$ cat src/hpt_pkg.sv
// Shared types, constants and command codes for the homogeneous point transform.
// Used by hpt_ctrl, hpt_dp and homogeneous_point_transform_top.
package hpt_pkg;

  localparam int FRAC_BITS_DEF  = 16;
  localparam int WORD_WIDTH_DEF = 32;
  localparam int FIELD_BITS     = 32;

  typedef enum logic [1:0] {
    CMD_LOAD    = 2'd0,
    CMD_COL_PT  = 2'd1,
    CMD_ROW_PT  = 2'd2,
    CMD_ROW_DIR = 2'd3
  } cmd_t;

  typedef enum logic [2:0] {
    ST_IDLE,
    ST_MAC,
    ST_CHECK,
    ST_DIV,
    ST_OUT
  } state_t;

  // controller -> datapath
  typedef struct packed {
    logic       capture;
    logic       load_elem;
    logic       mac_clear;
    logic       mac_step;
    logic       div_start;
    logic       div_step;
    logic       div_store;
    logic       out_load;
    logic [1:0] term;
    logic [1:0] coord;
  } dp_cmd_t;

  // datapath -> controller
  typedef struct packed {
    logic w_zero;
  } dp_stat_t;

endpackage

$ cat src/hpt_ctrl.sv
// Controller for the homogeneous point transform: sequences MAC terms and divisions.
// Depends on hpt_pkg.
module hpt_ctrl #(
  parameter int QUO_BITS = 64
) (
  input  logic              clk,
  input  logic              rst,
  input  logic              in_valid,
  input  hpt_pkg::cmd_t     in_cmd,
  output logic              in_ready,
  output logic              out_valid,
  input  logic              out_ready,
  input  hpt_pkg::dp_stat_t stat,
  output hpt_pkg::dp_cmd_t  cmd
);

  localparam int CW = $clog2(QUO_BITS + 1);

  hpt_pkg::state_t state, state_next;
  logic [1:0]      term, term_next;
  logic [1:0]      coord, coord_next;
  logic [CW-1:0]   cnt, cnt_next;
  logic            ovalid, ovalid_next;

  always_ff @(posedge clk) begin
    if (rst) begin
      state  <= hpt_pkg::ST_IDLE;
      term   <= '0;
      coord  <= '0;
      cnt    <= '0;
      ovalid <= 1'b0;
    end else begin
      state  <= state_next;
      term   <= term_next;
      coord  <= coord_next;
      cnt    <= cnt_next;
      ovalid <= ovalid_next;
    end
  end

  always_comb begin
    state_next  = state;
    term_next   = term;
    coord_next  = coord;
    cnt_next    = cnt;
    ovalid_next = ovalid;
    if (out_ready) ovalid_next = 1'b0;
    cmd         = '0;
    cmd.term    = term;
    cmd.coord   = coord;
    in_ready    = 1'b0;
    unique case (state)
      hpt_pkg::ST_IDLE: begin
        in_ready = 1'b1;
        if (in_valid) begin
          if (in_cmd == hpt_pkg::CMD_LOAD) begin
            cmd.load_elem = 1'b1;
          end else begin
            cmd.capture   = 1'b1;
            cmd.mac_clear = 1'b1;
            term_next     = '0;
            state_next    = hpt_pkg::ST_MAC;
          end
        end
      end
      hpt_pkg::ST_MAC: begin
        cmd.mac_step = 1'b1;
        term_next    = term + 2'd1;
        if (term == 2'd3) state_next = hpt_pkg::ST_CHECK;
      end
      hpt_pkg::ST_CHECK: begin
        coord_next = '0;
        cmd.coord  = '0;
        if (stat.w_zero) begin
          state_next = hpt_pkg::ST_OUT;
        end else begin
          cmd.div_start = 1'b1;
          cnt_next      = CW'(QUO_BITS);
          state_next    = hpt_pkg::ST_DIV;
        end
      end
      hpt_pkg::ST_DIV: begin
        if (cnt != '0) begin
          cmd.div_step = 1'b1;
          cnt_next     = cnt - CW'(1);
        end else begin
          cmd.div_store = 1'b1;
          if (coord == 2'd2) begin
            state_next = hpt_pkg::ST_OUT;
          end else begin
            coord_next    = coord + 2'd1;
            cmd.coord     = coord + 2'd1;
            cmd.div_start = 1'b1;
            cnt_next      = CW'(QUO_BITS);
          end
        end
      end
      hpt_pkg::ST_OUT: begin
        // wait until the output register is free
        if (!ovalid || out_ready) begin
          cmd.out_load = 1'b1;
          ovalid_next  = 1'b1;
          state_next   = hpt_pkg::ST_IDLE;
        end
      end
      default: state_next = hpt_pkg::ST_IDLE;
    endcase
  end

  assign out_valid = ovalid;

endmodule

$ cat config.mk
export PLATFORM = sky130hd
export DESIGN_NAME = hpt_ctrl
export DESIGN_NICKNAME = d
export VERILOG_FILES = /design/src/hpt_pkg.sv /design/src/hpt_ctrl.sv
export SDC_FILE = /design/constraint.sdc
export NUM_CORES = 1
export LEC_CHECK = 0
export ABC_CLOCK_PERIOD_IN_PS = 2910
export BUFFER_PORTS_ARGS = -buffer_cell sky130_fd_sc_hd__buf_2
export CAP_MARGIN = 10
export CORE_UTILIZATION = 56
export DETAILED_ROUTE_END_ITERATION = 6
export GPL_TIMING_DRIVEN = 0
export PLACE_DENSITY = 0.9
export SETUP_SLACK_MARGIN = 0.1
export SYNTH_ARGS = -nofsm -noshare
export SYNTH_HDL_FRONTEND = slang
export SYNTH_SLANG_ARGS = --single-unit
$ cat constraint.sdc
create_clock -name clk -period 2.91 [get_ports clk]
set_input_delay 0.4365 -clock clk [delete_from_list [all_inputs] [get_ports clk]]
set_output_delay 0.4365 -clock clk [all_outputs]
set_load 0.02 [all_outputs]
==> results of run 1 <==
-- cells by family (layout without fill, tap and decap cells) --
group	count (synthesis)	in the layout
flip-flops	15	15
AO/OA/AOI/OAI	33	33
buffers and inverters	14	38
adder cells (fa/ha/maj)	5	5
AND/OR/NAND/NOR	53	53
-- layer usage --
layer  vias to the layer above  routed length, um
li1                        495                  -
met2                        31               1042
met5                         -                  0
met1                       465               1005
met4                         0                 94
met3                        14                 93
-- Yosys cell counts, drive strengths merged (2+ instances only) --
library cell	n	area (um^2)
a22oi	2	15.01
or3	3	18.77
ha	5	62.56
nand4	2	12.51
or2	2	12.51
clkbuf	4	15.01
nor3	3	15.01
o21ai	5	25.02
a211oi	5	37.54
nor4	2	12.51
nand2b	6	37.54
and2	2	12.51
inv	8	30.03
nand2	8	30.03
o31ai	2	15.01
dfxtp	15	300.3
nor2	12	47.55
buf	2	11.26
nand3b	2	15.01
a21oi	9	45.04
a31oi	3	18.77
nor2b	3	18.77
nor4b	2	23.77
-- power groups by stage --
stage / Clock [mW] / Combinational (mW) / Sequential (mW)
after floorplan: 0 / 0.0350 / 0.217
after global placement: 0 / 0.0525 / 0.216
after detailed placement: 0 / 0.0544 / 0.216
after CTS: 0.130 / 0.0548 / 0.211
after global routing: 0.136 / 0.0602 / 0.212
final: 0.132 / 0.0549 / 0.211
-- registers in the layout, summed over array words and instances (netlist names) --
name	count
cnt	7
state	3
coord	2
term	2
out_valid	1
-- final cells by class --
cell class                 count  area, um^2  area share
tap                           16       20.02     0.01800
sequential                    15       300.3      0.2700
buffer                         6       26.28     0.02362
inverter                       8       30.03     0.02700
clock inverter                 1       5.005    0.004499
multi-input combinational     91       608.1      0.5467
clock buffer                   3       22.52     0.02025
timing repair buffer          20       100.1     0.08999
-- worst max-delay path by stage --
stage / endpoint / slack [ns] / cells past startpoint
5_1_grt: cmd[7] / 0.13 / 7
3_5_place_dp: cmd[7] / 0.64 / 7
4_1_cts: cmd[7] / 0.31 / 7
3_3_place_gp: cmd[7] / 0.66 / 7
6_report: cmd[7] / 0.29 / 7
2_1_floorplan: cmd[10] / 0.87 / 3
-- through the flow --
step | setup slack (ns) | power, mW
2_1_floorplan | 0.8722 | 0.2520
6_report | 0.2923 | 0.3979
4_1_cts | 0.3059 | 0.3964
3_3_place_gp | 0.6573 | 0.2682
3_5_place_dp | 0.6449 | 0.2703
5_1_grt | 0.1264 | 0.4080
==> impl_metrics.py, run 1 <==
metrics = {
    "outcome": {
        "status": "complete, but fails checks",
        "failed_checks": "design-rule violations",
    },
    "min_path": {
        "hp-start": "rst",
        "hold_path_class": "in -> reg",
        "whs_endpoint": "cnt[4]",
        "min_path_cells": 2,
    },
    "timing": {
        "fin_hold_ws_ns": 0.3644,
        "final.period_utilization": 0.8995,
        "setup_tns_ns": 0,
        "fmax_mhz": 382.0,
        "worst_slew_margin_rel": 0.6684,
        "setup_viol": 0,
        "hold_violations": 0,
        "rsz0062_at_grt": "no",
        "slew_viol_final": 0,
        "tightest_slew_ns": 0.4961,
        "fin_crit_ns": 2.618,
        "fin_skew_ns": 0.01192,
    },
    "yosys": {
        "synth_simple_gate_area_frac": 0.3217,
        "synth_seq_area_share": 0.3113,
        "synth_top_flop_cell": "dfxtp_1",
        "synth.net_count": 132,
        "syn_avg_cell_area_um2": 8.039,
        "async_flop_share": 0,
        "synthAdderAreaFrac": 0.06485,
        "synth_top_family_by_area": "simple AND/OR/NAND/NOR gates",
        "synthMuxAreaShare": 0,
        "yosys.cell_types.count": 39,
        "synth_edf_count": 0,
        "yosysWarnings": 0,
        "synth_area_um2": 964.7,
        "synthCells": 120,
        "synth_compound_area_frac": 0.2438,
        "ys_ff_latch": 15,
        "synthXorXnorAreaFrac": 0,
    },
    "finish": {
        "nets": 157,
        "final_cell_mix": "20 x buf_2, 15 x dfxtp_1, 11 x nor2_1",
        "final_layout_size_suffix_gt1_frac": 0.2222,
        "synthToLayoutAreaGrowth_pct": 15.31,
        "nFillCells": 128,
        "fin_cells": 160,
        "diodes": 0,
        "fin_util": 0.7135,
        "final_area_um2": 1112,
        "final_common_cell": "buf_2",
    },
    "pwr": {
        "p_per_area_nw_per_um2": 357.7,
        "peakVddDrop_v": 0.0003172,
        "cellInternalPower_mw": 0.2799,
        "switching_share": 0.2967,
        "clockPowerShare": 0.331,
        "p_switching_mw": 0.1181,
        "p_comb_frac": 0.138,
        "p_leak_nw": 0.4789,
        "pwr-share-seq": 0.531,
    },
    "clock_network": {
        "cts_tree": "yes",
        "numClockSinks": 15,
        "clock_path_buffers": 2,
        "htree_levels": 1,
        "ctsRootBufferMaster": "clkbuf_4",
        "numCtsBuffers": 3,
        "hold_buffers": 0,
        "path_clk_slew_ns": 0.11,
        "clk-insertion-delay-late_ns": 0.31,
        "ctsResizeCount": 0,
        "cts_setup_buffers": 0,
    },
    "floorplan": {
        "die_y_um": 43.51,
        "row_count": 14,
        "core-area_um2": 1559,
        "fp.dieW_um": 43.51,
        "initial_core_util": 0.6188,
        "ios": 21,
        "die_area_um2": 1893,
    },
    "detailed_routing": {
        "final_antenna_net_count": 0,
        "viasPerCell": 6.281,
        "drcViolationCount": 4,
        "drtIter0Drc": 24,
        "vias": 1005,
        "wl_um": 2236,
        "drt-pass1-iter-count": 7,
        "wl_per_cell_um": 13.98,
    },
    "placement": {
        "gp_congestion": 0.9206,
        "io_buffers": 20,
        "place_inst": 156,
        "dp_hpwl_um": 1637,
        "placed_area_um2": 1085,
    },
    "run": {
        "maxCapViolCount": 0,
    },
    "setup_path": {
        "critPathTopFamily": "simple AND/OR/NAND/NOR gates",
        "r2r_start": "cnt[0]",
        "r2r_slack_ns": 0.95,
        "worst-setup-path-type": "reg -> out",
        "crit_slowest_cell": "nor4b_2",
        "cp_cell_sequence": "inv_1, ha_1, nor4b_2, nand2_1, or3_1, o31ai_1, buf_2",
        "path_buf_inv": 2,
        "timing.rr.end": "cnt[6]",
        "reg2regPathDepth": 7,
        "max_stage_delay_ns": 0.43,
        "crit_arrival_ns": 2.18,
        "crit_path_start_kind": "register",
        "required_ns": 2.47,
        "cp_max_fo": 5,
        "timing.critical_path.from": "cnt[0]",
        "cp-end-kind": "primary output",
    },
    "grt": {
        "grt_overflow_total": 0,
        "track_usage": 0.2654,
        "grt_pass1_wl_um": 3636,
        "met3_usage": 0.05833,
        "busiest_layer": "met2",
        "grt_max_degree": 11,
        "antenna_found_initial": 0,
        "grt_util_met2": 0.4091,
        "grt_util_met1": 0.3151,
        "grt_pass1_vias": 845,
    },
}
No activity file was read; power rests on OpenSTA's default activity.
==> run 2, diff against run 1 <==
Settings changed: ABC_CLOCK_PERIOD_IN_PS 2910 to 2800, CORE_UTILIZATION 56 to 52, PLACE_DENSITY 0.9 to 0.83.
Clock period 2.91 ns to 2.8 ns, I/O delays scaled along.
==> impl_metrics.py, run 2 (same netlist as run 1, synthesis figures left out) <==
metrics = {
    "timing": {
        "fin_hold_ws_ns": 0.3858,
        "worst_slew_margin_rel": 0.6822,
        "setup_ws_ns": 0.3337,
        "setup_tns_ns": 0,
        "slew_viol_final": 0,
        "fin_crit_ns": 2.466,
        "fmax_mhz": 405.5,
        "rsz0062_at_grt": "no",
        "setup_viol": 0,
        "hold_violations": 0,
        "final.period_utilization": 0.8808,
        "tightest_slew_ns": 0.4767,
        "fin_skew_ns": 0.008407,
    },
    "run": {
        "maxCapViolCount": 0,
    },
    "finish": {
        "top_register": "cnt",
        "largest_reg_flops": 7,
        "nets": 157,
        "fin_util": 0.6551,
        "diodes": 0,
        "final_common_cell": "buf_2",
        "final_cell_mix": "20 x buf_2, 15 x dfxtp_1, 11 x nor2_1",
        "synthToLayoutAreaGrowth_pct": 17.25,
        "final_layout_size_suffix_gt1_frac": 0.2153,
        "top_regs": "cnt: 7 flops, state: 3 flops",
    },
    "grt": {
        "grt_pass1_wl_um": 3519,
        "grt_pass1_vias": 879,
        "track_usage": 0.2418,
        "grt_max_degree": 11,
        "antenna_found_initial": 0,
        "grt_overflow_total": 0,
    },
    "clock_network": {
        "numCtsBuffers": 3,
        "clock_path_buffers": 2,
        "numClockSinks": 15,
        "cts_tree": "yes",
        "htree_levels": 1,
        "ctsRootBufferMaster": "clkbuf_4",
        "path_clk_slew_ns": 0.09,
        "hold_buffers": 0,
        "clk-insertion-delay-late_ns": 0.29,
    },
    "placement": {
        "dp_hpwl_um": 1639,
        "dp_slack_ns": 0.5519,
        "io_buffers": 20,
        "gp_congestion": 0.9362,
    },
    "detailed_routing": {
        "drt-pass1-iter-count": 4,
        "vias": 969,
        "viasPerCell": 5.734,
        "wl_um": 2210,
        "drcViolationCount": 0,
        "final_antenna_net_count": 0,
        "drtIter0Drc": 40,
        "wl_per_cell_um": 13.08,
    },
    "floorplan": {
        "core-area_um2": 1727,
        "fp.dieW_um": 45.07,
        "ios": 21,
        "die_y_um": 45.07,
        "initial_core_util": 0.5587,
        "die_area_um2": 2031,
        "row_count": 15,
    },
    "setup_path": {
        "cp-end-kind": "primary output",
        "required_ns": 2.38,
        "timing.rr.end": "cnt[4]",
        "crit_slowest_cell": "or3_1",
        "timing.critical_path.from": "cnt[0]",
        "cp_max_fo": 5,
        "cp_cell_sequence": "inv_1, ha_1, nor4b_4, nand2_1, or3_1, o31ai_1, buf_2",
        "r2r_start": "cnt[0]",
        "worst-setup-path-type": "reg -> out",
        "r2r_slack_ns": 0.86,
        "crit_path_start_kind": "register",
        "path_buf_inv": 2,
        "max_stage_delay_ns": 0.37,
        "endpoint": "cmd[7]",
        "cp.depth": 7,
        "critPathTopFamily": "simple AND/OR/NAND/NOR gates",
        "crit_arrival_ns": 2.05,
        "reg2regPathDepth": 6,
    },
    "pwr": {
        "peakVddDrop_v": 0.0002568,
        "p_per_area_nw_per_um2": 354.8,
        "p_leak_nw": 0.4892,
    },
    "outcome": {
        "status": "complete, no violations",
    },
    "min_path": {
        "hold_path_class": "in -> reg",
        "hp-start": "rst",
    },
}
run 2: changes by cell type in the layout (fill, tap and decap cells not counted), sizes merged:
cell    previous run  this run
clkbuf             7         8
clkinv             1         0
run 2: layer usage:
layer / track usage / up-vias / routed length (um)
met2: 0.3884 / 34 / 1077
met5: 0 / - / 0
met3: 0.06400 / 7 / 118
met4: 0.1273 / 0 / 53
met1: 0.2950 / 442 / 961
li1: - / 486 / -
run 2: what timing repair did:
item | CTS | global route
endpoints found under the hold margin | 0 | 0
gates resized for setup | 0 | 1
buffers inserted | 0 | 0
endpoints found under the setup margin | 0 | 1
run 2: power by group:
part	switching, mW	leakage, nW	internal, mW	total [mW]
logic	0.0351	0.353	0.0213	0.0564
registers	0.00359	0.121	0.216	0.220
clock network	0.0698	0.0150	0.0554	0.125
total	0.108	0.489	0.293	0.401
run 2: how the worst min path moves through the flow:
| stage | slack, ns | depth (start not counted) | endpoint |
|---|---|---|---|
| after floorplan | 0.47 | 1 | cnt[0] |
| after global placement | 0.48 | 2 | coord[0] |
| after detailed placement | 0.49 | 2 | coord[0] |
| after CTS | 0.38 | 2 | cnt[4] |
| after global routing | 0.38 | 2 | cnt[4] |
| final | 0.39 | 2 | cnt[4] |
run 2: worst reg2reg max path: cells and delay by family (launching register included):
kind / cells / cell delay, ns
and+or+nand+nor: 2 / 0.63
adders and majority gates: 1 / 0.17
buffers and inverters: 1 / 0.09
DFF: 1 / 0.36
AOI/OAI and AO/OA: 2 / 0.60
run 2: area by class of cell:
cell class | count | area [um^2]
Buffer | 6 | 26.28
Sequential cell | 15 | 300.3
Multi-Input combinational cell | 91 | 616.8
Inverter | 8 | 30.03
Tap cell | 25 | 31.28
Fill cell | 153 | 595.6
Timing Repair Buffer | 20 | 100.1
Clock buffer | 4 | 26.28
run 2: through the flow:
step	std cells	power, mW	cell area (um^2)
2_1_floorplan	120	0.2619	964.7
3_3_place_gp	165	0.2790	1096
3_5_place_dp	165	0.2810	1096
4_1_cts	169	0.4016	1122
5_1_grt	169	0.4192	1131
6_report	169	0.4013	1131
==> run 3, diff against run 2 <==
Settings changed: MAX_ROUTING_LAYER set to met4.
==> impl_metrics.py, run 3 (same netlist as run 1, synthesis figures left out) <==
metrics = {
    "outcome": {
        "status": "complete, no violations",
    },
    "detailed_routing": {
        "final_antenna_net_count": 0,
        "drt-pass1-iter-count": 4,
        "drtIter0Drc": 39,
        "wl_per_cell_um": 13.02,
        "drcViolationCount": 0,
        "wl_um": 2200,
        "vias": 995,
        "viasPerCell": 5.888,
    },
    "pwr": {
        "peakVddDrop_v": 0.0003393,
        "p_per_area_nw_per_um2": 355.6,
        "p_leak_nw": 0.4892,
    },
    "timing": {
        "worst_slew_margin_rel": 0.6800,
        "setup_viol": 0,
        "hold_violations": 0,
        "fin_crit_ns": 2.506,
        "setup_ws_ns": 0.2936,
        "final.period_utilization": 0.8951,
        "setup_tns_ns": 0,
        "fin_skew_ns": 0.001720,
        "rsz0062_at_grt": "no",
        "slew_viol_final": 0,
        "tightest_slew_ns": 0.4800,
        "fmax_mhz": 399.0,
    },
    "grt": {
        "grt_overflow_total": 0,
        "grt_max_degree": 11,
        "grt_pass1_wl_um": 3318,
        "track_usage": 0.2324,
        "grt_pass1_vias": 788,
        "antenna_found_initial": 0,
    },
    "clock_network": {
        "clock_path_buffers": 2,
        "path_clk_slew_ns": 0.09,
        "numClockSinks": 15,
        "htree_levels": 1,
        "cts_tree": "yes",
        "cts_setup_buffers": 0,
        "numCtsBuffers": 3,
        "clk-insertion-delay-late_ns": 0.29,
        "hold_buffers": 0,
        "ctsRootBufferMaster": "clkbuf_4",
    },
    "setup_path": {
        "cp-end-kind": "primary output",
        "cp_max_fo": 5,
        "cp_cell_sequence": "inv_1, ha_1, nor4b_4, nand2_1, or3_1, o31ai_1, buf_2",
        "path_buf_inv": 2,
        "crit_slowest_cell": "or3_1",
        "crit_arrival_ns": 2.09,
        "critPathTopFamily": "simple AND/OR/NAND/NOR gates",
        "worst-setup-path-type": "reg -> out",
        "crit_path_start_kind": "register",
        "max_stage_delay_ns": 0.38,
        "required_ns": 2.38,
    },
    "finish": {
        "synthToLayoutAreaGrowth_pct": 17.25,
        "nets": 157,
        "final_cell_mix": "20 x buf_2, 15 x dfxtp_1, 11 x nor2_1",
        "top_regs": "cnt: 7 flops, state: 3 flops",
        "final_layout_size_suffix_gt1_frac": 0.2153,
        "top_register": "cnt",
        "diodes": 0,
        "final_common_cell": "buf_2",
        "largest_reg_flops": 7,
        "fin_util": 0.6551,
    },
    "floorplan": {
        "die_y_um": 45.07,
        "initial_core_util": 0.5587,
        "fp.dieW_um": 45.07,
        "row_count": 15,
        "core-area_um2": 1727,
        "die_area_um2": 2031,
        "ios": 21,
    },
    "placement": {
        "dp_slack_ns": 0.5652,
        "dp_hpwl_um": 1654,
        "gp_congestion": 0.9467,
        "io_buffers": 20,
    },
    "run": {
        "maxCapViolCount": 0,
    },
    "min_path": {
        "hold_path_class": "in -> reg",
    },
}
run 3: final timing paths:
path	start	slack [ns]	end	depth (start not counted)
setup reg to reg	cnt[0]	0.84	cnt[0]	6
setup / recovery	cnt[0]	0.29	cmd[7]	7
hold / removal	rst	0.37	cnt[4]	2
hold reg to reg	coord[0]	0.50	coord[0]	2
run 3: per-stage QoR:
stage	cells	hold slack [ns]	power (mW)	instance area [um^2]
5_1_grt	169	0.3819	0.4193	1131
3_3_place_gp	165	0.4811	0.2790	1096
4_1_cts	169	0.3691	0.4052	1122
6_report	169	0.3699	0.4023	1131
2_1_floorplan	120	0.4671	0.2619	964.7
3_5_place_dp	165	0.4920	0.2806	1096
run 3: what timing repair did:
item / CTS / global route
hold endpoints to repair: 0 / 0
resized for setup: 0 / 1
endpoints found under the setup margin: 0 / 1
run 3: worst reg2reg max path: stages, from the launching register on:
cell	delay [ns]
dfxtp_1	0.36
inv_1	0.09
ha_1	0.19
or4b_4	0.52
o32ai_4	0.34
nor2_2	0.11
a211oi_1	0.26
run 3: layout make-up:
cell class                 instances  area [um^2]
timing repair buffer              20        100.1
inverter                           8        30.03
sequential                        15        300.3
fill                             138        595.6
clock buffer                       4        26.28
multi-input combinational         91        616.8
tap                               25        31.28
buffer                             6        26.28
run 3: routing by layer:
metal | share of wire | vias to the layer above | wire (um) | track usage
met1 | 0.42 | 468 | 930 | 0.2761
met3 | 0.052 | 8 | 114 | 0.06400
met2 | 0.50 | 31 | 1104 | 0.3710
met4 | 0.023 | 0 | 50 | 0.09091
met5 | 0 | - | 0 | -
li1 | - | 488 | - | -
run 3: report_power, final:
part / internal, mW / leakage (nW) / switching [mW]
sequential: 0.216 / 0.121 / 0.00336
combinational: 0.0212 / 0.353 / 0.0347
clock: 0.0555 / 0.0150 / 0.0715
total: 0.293 / 0.489 / 0.110
